===== src/design/cme_pkg.sv =====
// ----------------------------------------------------------------------------
// cme_pkg: shared types and constants for the crop/mirror/erase/normalize block
// Field widths, register indexes, mean modes and the result beat layout.
// ----------------------------------------------------------------------------
`timescale 1ns / 1ps

package cme_pkg;

  localparam int MAX_DIM  = 1024;
  localparam int CHANNELS = 3;

  localparam int CHAN_W  = 2;
  localparam int POS_W   = 10;
  localparam int PIX_W   = 8;
  localparam int MEAN_W  = 16;
  localparam int IDX_W   = 22;
  localparam int VAL_W   = 32;
  localparam int CIDX_W  = 3;
  localparam int CDATA_W = 64;

  typedef enum logic [CIDX_W-1:0] {
    REG_CROP_BOX      = 3'd0,
    REG_ERASE_BOX     = 3'd1,
    REG_CHANNEL_MEANS = 3'd2,
    REG_SCALE_FACTOR  = 3'd3,
    REG_MODE_BITS     = 3'd4
  } cfg_reg_t;

  typedef enum logic [1:0] {
    MEAN_NONE    = 2'd0,
    MEAN_CHANNEL = 2'd1,
    MEAN_PIXEL   = 2'd2
  } mean_mode_t;

  localparam logic [63:0] CROP_BOX_RST      = 64'd0;
  localparam logic [63:0] ERASE_BOX_RST     = 64'd65535;
  localparam logic [47:0] CHANNEL_MEANS_RST = 48'd0;
  localparam logic [23:0] SCALE_FACTOR_RST  = 24'd65536;
  localparam logic [2:0]  MODE_BITS_RST     = 3'd0;

  typedef struct packed {
    logic                    keep;
    logic [IDX_W-1:0]        dest_index;
    logic signed [VAL_W-1:0] value;
  } res_t;

endpackage


===== src/design/cme_if.sv =====
// ----------------------------------------------------------------------------
// cme_if: channel interfaces
// Pixel input, result output and configuration write channels.
// ----------------------------------------------------------------------------
`timescale 1ns / 1ps

interface cme_pix_in_if;
  import cme_pkg::*;
  logic                valid;
  logic                ready;
  logic [CHAN_W-1:0]   chan;
  logic [POS_W-1:0]    src_row;
  logic [POS_W-1:0]    src_col;
  logic [PIX_W-1:0]    pixel;
  logic [PIX_W-1:0]    erase_fill;
  logic [MEAN_W-1:0]   pixel_mean;

  modport source (output valid, chan, src_row, src_col, pixel, erase_fill, pixel_mean,
                  input ready);
  modport sink (input valid, chan, src_row, src_col, pixel, erase_fill, pixel_mean,
                output ready);
endinterface

interface cme_pix_out_if;
  import cme_pkg::*;
  logic                    valid;
  logic                    ready;
  logic                    keep;
  logic [IDX_W-1:0]        dest_index;
  logic signed [VAL_W-1:0] value;

  modport source (output valid, keep, dest_index, value, input ready);
  modport sink (input valid, keep, dest_index, value, output ready);
endinterface

interface cme_cfg_if;
  import cme_pkg::*;
  logic               valid;
  logic               ready;
  logic [CIDX_W-1:0]  index;
  logic [CDATA_W-1:0] data;

  modport source (output valid, index, data, input ready);
  modport sink (input valid, index, data, output ready);
endinterface


===== src/design/cme_skid.sv =====
// ----------------------------------------------------------------------------
// cme_skid: output register with skid stage
// Holds a result beat for the sink; a second entry catches the beat in
// flight when the sink stalls, so the upstream ready is a register.
// ----------------------------------------------------------------------------
`timescale 1ns / 1ps

module cme_skid (
  input  logic          clk,
  input  logic          rst,
  input  logic          in_valid,
  output logic          in_ready,
  input  cme_pkg::res_t in_data,
  cme_pix_out_if.source pix_out
);
  import cme_pkg::*;

  logic out_valid;
  res_t out_data;
  logic sk_valid;
  res_t sk_data;

  assign in_ready = !sk_valid;

  always_ff @(posedge clk) begin
    if (rst) begin
      out_valid <= 1'b0;
      sk_valid  <= 1'b0;
    end else if (out_valid && !pix_out.ready) begin
      if (in_valid && !sk_valid) begin
        sk_valid <= 1'b1;
      end
    end else if (sk_valid) begin
      out_valid <= 1'b1;
      sk_valid  <= 1'b0;
    end else begin
      out_valid <= in_valid;
    end
  end

  always_ff @(posedge clk) begin
    if (out_valid && !pix_out.ready) begin
      if (in_valid && !sk_valid) begin
        sk_data <= in_data;
      end
    end else if (sk_valid) begin
      out_data <= sk_data;
    end else begin
      out_data <= in_data;
    end
  end

  assign pix_out.valid      = out_valid;
  assign pix_out.keep       = out_data.keep;
  assign pix_out.dest_index = out_data.dest_index;
  assign pix_out.value      = out_data.value;

endmodule


===== src/design/crop_mirror_erase_normalize.sv =====
// ----------------------------------------------------------------------------
// crop_mirror_erase_normalize: crop window, mirror, random erase, normalize
// Throughput: one pixel per cycle while the output does not stall; four
// pipeline stages, the multiply stage (18x25 scale product and 22x16 index
// product) sets the cycle.
// Reset: synchronous; clears valid bits and loads the register defaults.
// ----------------------------------------------------------------------------
`timescale 1ns / 1ps

module crop_mirror_erase_normalize (
  input  logic          clk,
  input  logic          rst,
  cme_pix_in_if.sink    pix_in,
  cme_pix_out_if.source pix_out,
  cme_cfg_if.sink       cfg
);
  import cme_pkg::*;

  // configuration registers
  logic [63:0] crop_box;
  logic [63:0] erase_box;
  logic [47:0] channel_means;
  logic [23:0] scale_factor;
  logic [2:0]  mode_bits;

  assign cfg.ready = !rst;

  always_ff @(posedge clk) begin
    if (rst) begin
      crop_box      <= CROP_BOX_RST;
      erase_box     <= ERASE_BOX_RST;
      channel_means <= CHANNEL_MEANS_RST;
      scale_factor  <= SCALE_FACTOR_RST;
      mode_bits     <= MODE_BITS_RST;
    end else if (cfg.valid) begin
      unique case (cfg_reg_t'(cfg.index))
        REG_CROP_BOX:      crop_box      <= cfg.data;
        REG_ERASE_BOX:     erase_box     <= cfg.data;
        REG_CHANNEL_MEANS: channel_means <= cfg.data[47:0];
        REG_SCALE_FACTOR:  scale_factor  <= cfg.data[23:0];
        REG_MODE_BITS:     mode_bits     <= cfg.data[2:0];
        default: ;
      endcase
    end
  end

  logic [15:0] crop_h, crop_w, top, left;
  logic [15:0] ymax, ymin, xmax, xmin;
  logic        mirror;
  assign crop_h = crop_box[63:48];
  assign crop_w = crop_box[47:32];
  assign top    = crop_box[31:16];
  assign left   = crop_box[15:0];
  assign ymax   = erase_box[63:48];
  assign ymin   = erase_box[47:32];
  assign xmax   = erase_box[31:16];
  assign xmin   = erase_box[15:0];
  assign mirror = mode_bits[0];

  // pipeline advance: stage 4 empty or the skid can take its beat
  logic en;
  logic sk_ready;

  logic v1, v2, v3, v4;
  assign en           = !v4 || sk_ready;
  assign pix_in.ready = en && !rst;

  always_ff @(posedge clk) begin
    if (rst) begin
      v1 <= 1'b0;
      v2 <= 1'b0;
      v3 <= 1'b0;
      v4 <= 1'b0;
    end else if (en) begin
      v1 <= pix_in.valid;
      v2 <= v1;
      v3 <= v2;
      v4 <= v3;
    end
  end

  // stage 1: range checks, offsets, mean select, channel times crop height
  logic              pre1;
  logic [POS_W-1:0]  r1, c1;
  logic [PIX_W-1:0]  pix1, fill1;
  logic [MEAN_W-1:0] mean1;
  logic [IDX_W-1:0]  chh1;

  logic              pre_next;
  logic [MEAN_W-1:0] mean_next;
  logic [MEAN_W-1:0] chan_mean;

  always_comb begin
    pre_next = (32'(pix_in.chan) < 32'(CHANNELS))
            && (32'(pix_in.src_row) < 32'(MAX_DIM))
            && (32'(pix_in.src_col) < 32'(MAX_DIM))
            && ({6'b0, pix_in.src_row} >= top)
            && ({6'b0, pix_in.src_col} >= left);
    case (pix_in.chan)
      2'd0:    chan_mean = channel_means[15:0];
      2'd1:    chan_mean = channel_means[31:16];
      2'd2:    chan_mean = channel_means[47:32];
      default: chan_mean = '0;
    endcase
    unique case (mean_mode_t'(mode_bits[2:1]))
      MEAN_CHANNEL: mean_next = chan_mean;
      MEAN_PIXEL:   mean_next = pix_in.pixel_mean;
      default:      mean_next = '0;
    endcase
  end

  always_ff @(posedge clk) begin
    if (en) begin
      pre1  <= pre_next;
      // only meaningful when the offset checks pass, so 10 bits suffice
      r1    <= pix_in.src_row - top[POS_W-1:0];
      c1    <= pix_in.src_col - left[POS_W-1:0];
      pix1  <= pix_in.pixel;
      fill1 <= pix_in.erase_fill;
      mean1 <= mean_next;
      chh1  <= IDX_W'(IDX_W'(pix_in.chan) * IDX_W'(crop_h));
    end
  end

  // stage 2: window and erase compares, mean subtraction, mirror
  logic               keep2;
  logic signed [17:0] d2;
  logic [15:0]        dc2;
  logic [IDX_W-1:0]   t2;

  logic               erase;
  logic [PIX_W-1:0]   samp;
  logic [15:0]        c1w, r1w;

  always_comb begin
    c1w   = {6'b0, c1};
    r1w   = {6'b0, r1};
    erase = (c1w >= xmin) && (c1w <= xmax) && (r1w >= ymin) && (r1w <= ymax);
    samp  = erase ? fill1 : pix1;
  end

  always_ff @(posedge clk) begin
    if (en) begin
      keep2 <= pre1 && (r1w < crop_h) && (c1w < crop_w);
      d2    <= $signed({2'b0, samp, 8'b0}) - $signed({2'b0, mean1});
      dc2   <= mirror ? (crop_w - 16'd1 - c1w) : c1w;
      t2    <= chh1 + IDX_W'(r1);
    end
  end

  // stage 3: scale product and row-major index product
  logic               keep3;
  logic signed [42:0] prod3;
  logic [IDX_W-1:0]   idx3;
  logic [15:0]        dc3;

  always_ff @(posedge clk) begin
    if (en) begin
      keep3 <= keep2;
      prod3 <= 43'(d2) * 43'($signed({1'b0, scale_factor}));
      idx3  <= IDX_W'(t2 * IDX_W'(crop_w));
      dc3   <= dc2;
    end
  end

  // stage 4: round half up to Q16.16, saturate, add column
  logic signed [43:0] rsum;
  logic signed [35:0] rq;
  logic [VAL_W-1:0]   sat;
  res_t               res4;

  always_comb begin
    rsum = 44'(prod3) + 44'sd128;
    rq   = rsum[43:8];
    if (rq[35:31] == 5'b00000 || rq[35:31] == 5'b11111) begin
      sat = rq[31:0];
    end else if (rq[35]) begin
      sat = 32'h8000_0000;
    end else begin
      sat = 32'h7FFF_FFFF;
    end
  end

  always_ff @(posedge clk) begin
    if (en) begin
      res4.keep       <= keep3;
      res4.dest_index <= keep3 ? (idx3 + IDX_W'(dc3)) : '0;
      res4.value      <= keep3 ? $signed(sat) : '0;
    end
  end

  cme_skid u_skid (
    .clk      (clk),
    .rst      (rst),
    .in_valid (v4),
    .in_ready (sk_ready),
    .in_data  (res4),
    .pix_out  (pix_out)
  );

`ifndef SYNTHESIS
  // a dropped pixel carries zero payload
  a_drop_zero: assert property (@(posedge clk) disable iff (rst)
    pix_out.valid && !pix_out.keep |-> pix_out.dest_index == '0 && pix_out.value == '0)
    else $error("dropped pixel with non-zero payload");

  // the pipeline only stalls when a result is waiting at the output
  a_stall_cause: assert property (@(posedge clk) disable iff (rst)
    !pix_in.ready |-> pix_out.valid)
    else $error("pipeline stalled with empty output");

  // a stalled last stage keeps its beat
  a_s4_hold: assert property (@(posedge clk) disable iff (rst)
    v4 && !en |=> v4 && $stable(res4))
    else $error("stage 4 beat lost under stall");
`endif

endmodule

===== src/flat_wrapper.sv =====
// flat-port wrapper written by rule: the top's interface ports become plain ports
module crop_mirror_erase_normalize_flat import cme_pkg::*;
  (clk, rst, pix_in_valid, pix_in_chan, pix_in_src_row, pix_in_src_col, pix_in_pixel, pix_in_erase_fill, pix_in_pixel_mean, pix_in_ready, pix_out_valid, pix_out_keep, pix_out_dest_index, pix_out_value, pix_out_ready, cfg_valid, cfg_index, cfg_data, cfg_ready);
  cme_pix_in_if pix_in_i ();
  cme_pix_out_if pix_out_i ();
  cme_cfg_if cfg_i ();
  input  logic clk;
  input  logic rst;
  input wire logic [$bits(pix_in_i.valid)-1:0] pix_in_valid;
  input wire logic [$bits(pix_in_i.chan)-1:0] pix_in_chan;
  input wire logic [$bits(pix_in_i.src_row)-1:0] pix_in_src_row;
  input wire logic [$bits(pix_in_i.src_col)-1:0] pix_in_src_col;
  input wire logic [$bits(pix_in_i.pixel)-1:0] pix_in_pixel;
  input wire logic [$bits(pix_in_i.erase_fill)-1:0] pix_in_erase_fill;
  input wire logic [$bits(pix_in_i.pixel_mean)-1:0] pix_in_pixel_mean;
  output wire logic [$bits(pix_in_i.ready)-1:0] pix_in_ready;
  output wire logic [$bits(pix_out_i.valid)-1:0] pix_out_valid;
  output wire logic [$bits(pix_out_i.keep)-1:0] pix_out_keep;
  output wire logic [$bits(pix_out_i.dest_index)-1:0] pix_out_dest_index;
  output wire logic [$bits(pix_out_i.value)-1:0] pix_out_value;
  input wire logic [$bits(pix_out_i.ready)-1:0] pix_out_ready;
  input wire logic [$bits(cfg_i.valid)-1:0] cfg_valid;
  input wire logic [$bits(cfg_i.index)-1:0] cfg_index;
  input wire logic [$bits(cfg_i.data)-1:0] cfg_data;
  output wire logic [$bits(cfg_i.ready)-1:0] cfg_ready;
  assign pix_in_i.valid = pix_in_valid;
  assign pix_in_i.chan = pix_in_chan;
  assign pix_in_i.src_row = pix_in_src_row;
  assign pix_in_i.src_col = pix_in_src_col;
  assign pix_in_i.pixel = pix_in_pixel;
  assign pix_in_i.erase_fill = pix_in_erase_fill;
  assign pix_in_i.pixel_mean = pix_in_pixel_mean;
  assign pix_in_ready = pix_in_i.ready;
  assign pix_out_valid = pix_out_i.valid;
  assign pix_out_keep = pix_out_i.keep;
  assign pix_out_dest_index = pix_out_i.dest_index;
  assign pix_out_value = pix_out_i.value;
  assign pix_out_i.ready = pix_out_ready;
  assign cfg_i.valid = cfg_valid;
  assign cfg_i.index = cfg_index;
  assign cfg_i.data = cfg_data;
  assign cfg_ready = cfg_i.ready;
  crop_mirror_erase_normalize u_core (.clk(clk), .rst(rst), .pix_in(pix_in_i), .pix_out(pix_out_i), .cfg(cfg_i));
endmodule

===== config.mk =====
export PLATFORM = sky130hd
export DESIGN_NAME = crop_mirror_erase_normalize_flat
export DESIGN_NICKNAME = d
export VERILOG_FILES = /design/src/design/cme_pkg.sv /design/src/design/cme_if.sv /design/src/design/cme_skid.sv /design/src/design/crop_mirror_erase_normalize.sv /design/src/flat_wrapper.sv
export SDC_FILE = /design/constraint.sdc
export NUM_CORES = 2
export LEC_CHECK = 0
export ABC_CLOCK_PERIOD_IN_PS = 7750
export BUFFER_PORTS_ARGS = -buffer_cell sky130_fd_sc_hd__buf_2
export CORE_UTILIZATION = 35
export CTS_CLUSTER_DIAMETER = 150
export DETAILED_ROUTE_END_ITERATION = 10
export GPL_ROUTABILITY_DRIVEN = 1
export SLEW_MARGIN = 10
export SYNTH_ARGS = -nofsm -noshare
export SYNTH_HDL_FRONTEND = slang
export SYNTH_SLANG_ARGS = --single-unit

===== constraint.sdc =====
create_clock -name clk -period 7.75 [get_ports clk]
set_clock_uncertainty 0.15 [all_clocks]
set_input_delay 1.1625 -clock clk [delete_from_list [all_inputs] [get_ports clk]]
set_output_delay 1.1625 -clock clk [all_outputs]
set_load 0.03 [all_outputs]

==> flow_summary.json <==
{
  "drt-pass1-iter-count": 5,
  "fin_area_um2": 51200,
  "drv_cap": 0,
  "hold_viol": 0,
  "critPathMaxFanout": 24,
  "grt_first_pass_wirelength_um": 184000,
  "yosysTopAreaCell": "edfxtp_1",
  "leakage_uw": 0.0229,
  "hold_class": "flip-flop to flip-flop",
  "clkSinkCount": 572,
  "final-setup-viol-count": 0,
  "synth_cells": 4725,
  "core_um2": 130000,
  "layout-drive-gt1-share_pct": 9.12,
  "num_io_pins": 184,
  "syn_nets": 5684,
  "antenna_left": 0,
  "grt_pass1_vias": 32300,
  "place_area_um2": 48800,
  "period_share_pct": 90.1,
  "cts_setup_buffers": 0,
  "yosysSeqAreaShare_pct": 32.8,
  "drtIter0Drc": 2409,
  "setup-tns-final_ns": 0,
  "p_per_area_nw_per_um2": 165,
  "yosysWarnings": 0,
  "synth_edf_count": 363,
  "rows": 132,
  "critPathKind": "flip-flop to flip-flop",
  "root_buffer": "clkbuf_16",
  "port_buffers": 183,
  "async_flop_share_pct": 0,
  "num-fill-cells": 12800,
  "fmax_mhz": 143,
  "cts_max_level": 3,
  "netlist_area_um2": 46000,
  "final_nets": 5786,
  "rsz0062_at_grt": "no",
  "utilization_pct": 39.4,
  "ctsResizeCount": 0,
  "synth_flop_cell": "edfxtp_1",
  "die-height_um": 365,
  "ys_types": 83,
  "drc": 0,
  "cts-buffers-inserted": 71,
  "endpoint_kind": "flip-flop",
  "grt-ovfl-total": 0,
  "area_delta_synth_final_pct": 11.3,
  "antenna_found_initial": 2,
  "dieArea_um2": 133000,
  "cp-start-kind": "flip-flop",
  "vdd_drop_max_mv": 0.188,
  "netlist_top_cells_area": "edfxtp_1 (24%), fa_1 (22%), ha_1 (9.2%)",
  "gp_congestion": 0.873,
  "clkTransAtPathRegs_ns": 0.06,
  "max_slew_margin_pct": 20.3,
  "wl_per_cell_um": 17.9,
  "cts_buffer_depth": 3,
  "die_width_um": 365,
  "cp.arrival_ns": 7.21,
  "hold_buffers": 0,
  "tightest_slew_ns": 1.19,
  "grt_usage_pct": 17.9,
  "period_needed_ns": 6.98,
  "status": "complete, no violations",
  "clkLatencyLatePin_ns": 0.66,
  "start_util_pct": 35.4,
  "syn_area_per_cell_um2": 9.74,
  "post-dp-hpwl_um": 89900,
  "synth_seq_cells": 572,
  "wl_um": 118000,
  "post_drt_via_cell_ratio": 4.88,
  "p_total_uw": 8450,
  "crit_required_ns": 7.98,
  "slew_violations": 0,
  "num_vias": 32300,
  "cts_tree": "built",
  "grt_max_degree": 166,
  "synth_top_area_share_pct": 23.7
}
Yosys cell counts, drive strengths merged, types with 18 or more instances:
| master | n |
|---|---|
| a211oi | 18 |
| a21o | 41 |
| a21oi | 275 |
| and2 | 344 |
| and3 | 24 |
| clkbuf | 196 |
| dfxtp | 209 |
| edfxtp | 363 |
| fa | 495 |
| ha | 338 |
| inv | 718 |
| mux2 | 63 |
| mux2i | 21 |
| nand2 | 812 |
| nand2b | 26 |
| nand3 | 46 |
| nand4 | 27 |
| nor2 | 150 |
| nor2b | 23 |
| nor3 | 42 |
| o211ai | 24 |
| o21a | 22 |
| o21ai | 121 |
| xnor2 | 109 |
| xor2 | 66 |
cells in the final DEF, fill, tap and decap left out, drive strengths merged, types with 66 or more instances in the layout:
master	synthesis	routed
and2	344	344
inv	718	726
dfxtp	209	209
a21oi	275	275
o21ai	121	121
xor2	66	66
nor2	150	150
fa	495	495
xnor2	109	109
edfxtp	363	363
buf	10	235
clkbuf	196	91
nand2	812	812
ha	338	338
kinds of logic after synthesis:
logic type	count (synthesis)	synth area share [%]
buffers and inverters	926	7.62
AOI/OAI and AO/OA	587	7.67
DFF	572	32.8
adders and majority gates	833	30.7
and+or+nand+nor	1548	15.9
muxes	84	2.00
xor gates and xnor gates	175	3.33
state kept, by name, summed over array words and instances, names as in the netlist, 17 cells and up:
register and flops:
u_core.d2 17, u_core.prod3 35, u_core.chh1 18, u_core.channel_means 48, u_core.t2 19, u_core.erase_box 64, u_core.res4 55, u_core.u_skid.pix_out.value 32
u_core.u_skid.pix_out.dest_index 22, u_core.u_skid.sk_data 55, u_core.idx3 22, u_core.crop_box 64, u_core.scale_factor 24
final timing paths:
kind	start	end	slack, ns	cells past startpoint
setup / recovery	u_core.d2[11]	u_core.prod3[40]	0.77	20
hold / removal	u_core.dc2[5]	u_core.dc3[5]	0.26	0
setup reg to reg	u_core.d2[11]	u_core.prod3[40]	0.77	20
hold reg to reg	u_core.dc2[5]	u_core.dc3[5]	0.26	0
per-layer routing:
metal,global-route usage [%],wire [um],up-vias
li1,-,-,15400
met1,25.7,56400,15800
met2,27.8,52000,948
met3,2.93,7080,156
met4,5.12,2990,0
met5,0,0,-
area by class of cell:
cell class	count	area [um^2]	area share (%)
diodes	1	2.50	0.00489
clock buffers	91	1950	3.81
clock inverters	37	488	0.953
inverters	720	2700	5.28
multi-input cells	3227	27500	53.6
flip-flops and latches	572	15100	29.5
well taps	1742	2180	4.26
repair buffers	235	1330	2.59
report_power, final:
group	switching (uW)	internal, uW
registers	242	3440
clock network	1400	2050
logic	791	532
worst max-delay path, stage by stage, from the launching register on:
cell and delay, ns:
edfxtp_1 1.05, nand2_1 0.19, fa_1 0.60, inv_1 0.06, fa_1 0.56, fa_1 0.44
fa_1 0.46, fa_1 0.48, inv_1 0.05, fa_1 0.53, inv_1 0.06, ha_1 0.32
o21a_1 0.20, nor2_1 0.13, nor2b_1 0.06, o2111ai_1 0.23, a41oi_2 0.10, nor3_1 0.42
o21ai_1 0.24, a21oi_1 0.25, o311ai_1 0.11
through the flow:
step	hold slack, ns	worst slack, ns	std cells
after global routing	0.270	0.453	6624
after global placement	0.254	0.919	6496
after CTS	0.262	0.815	6624
final	0.263	0.766	6625
after floorplan	0.250	0.378	4725
after detailed placement	0.255	0.864	6496
(Power assumes the default switching activity.)
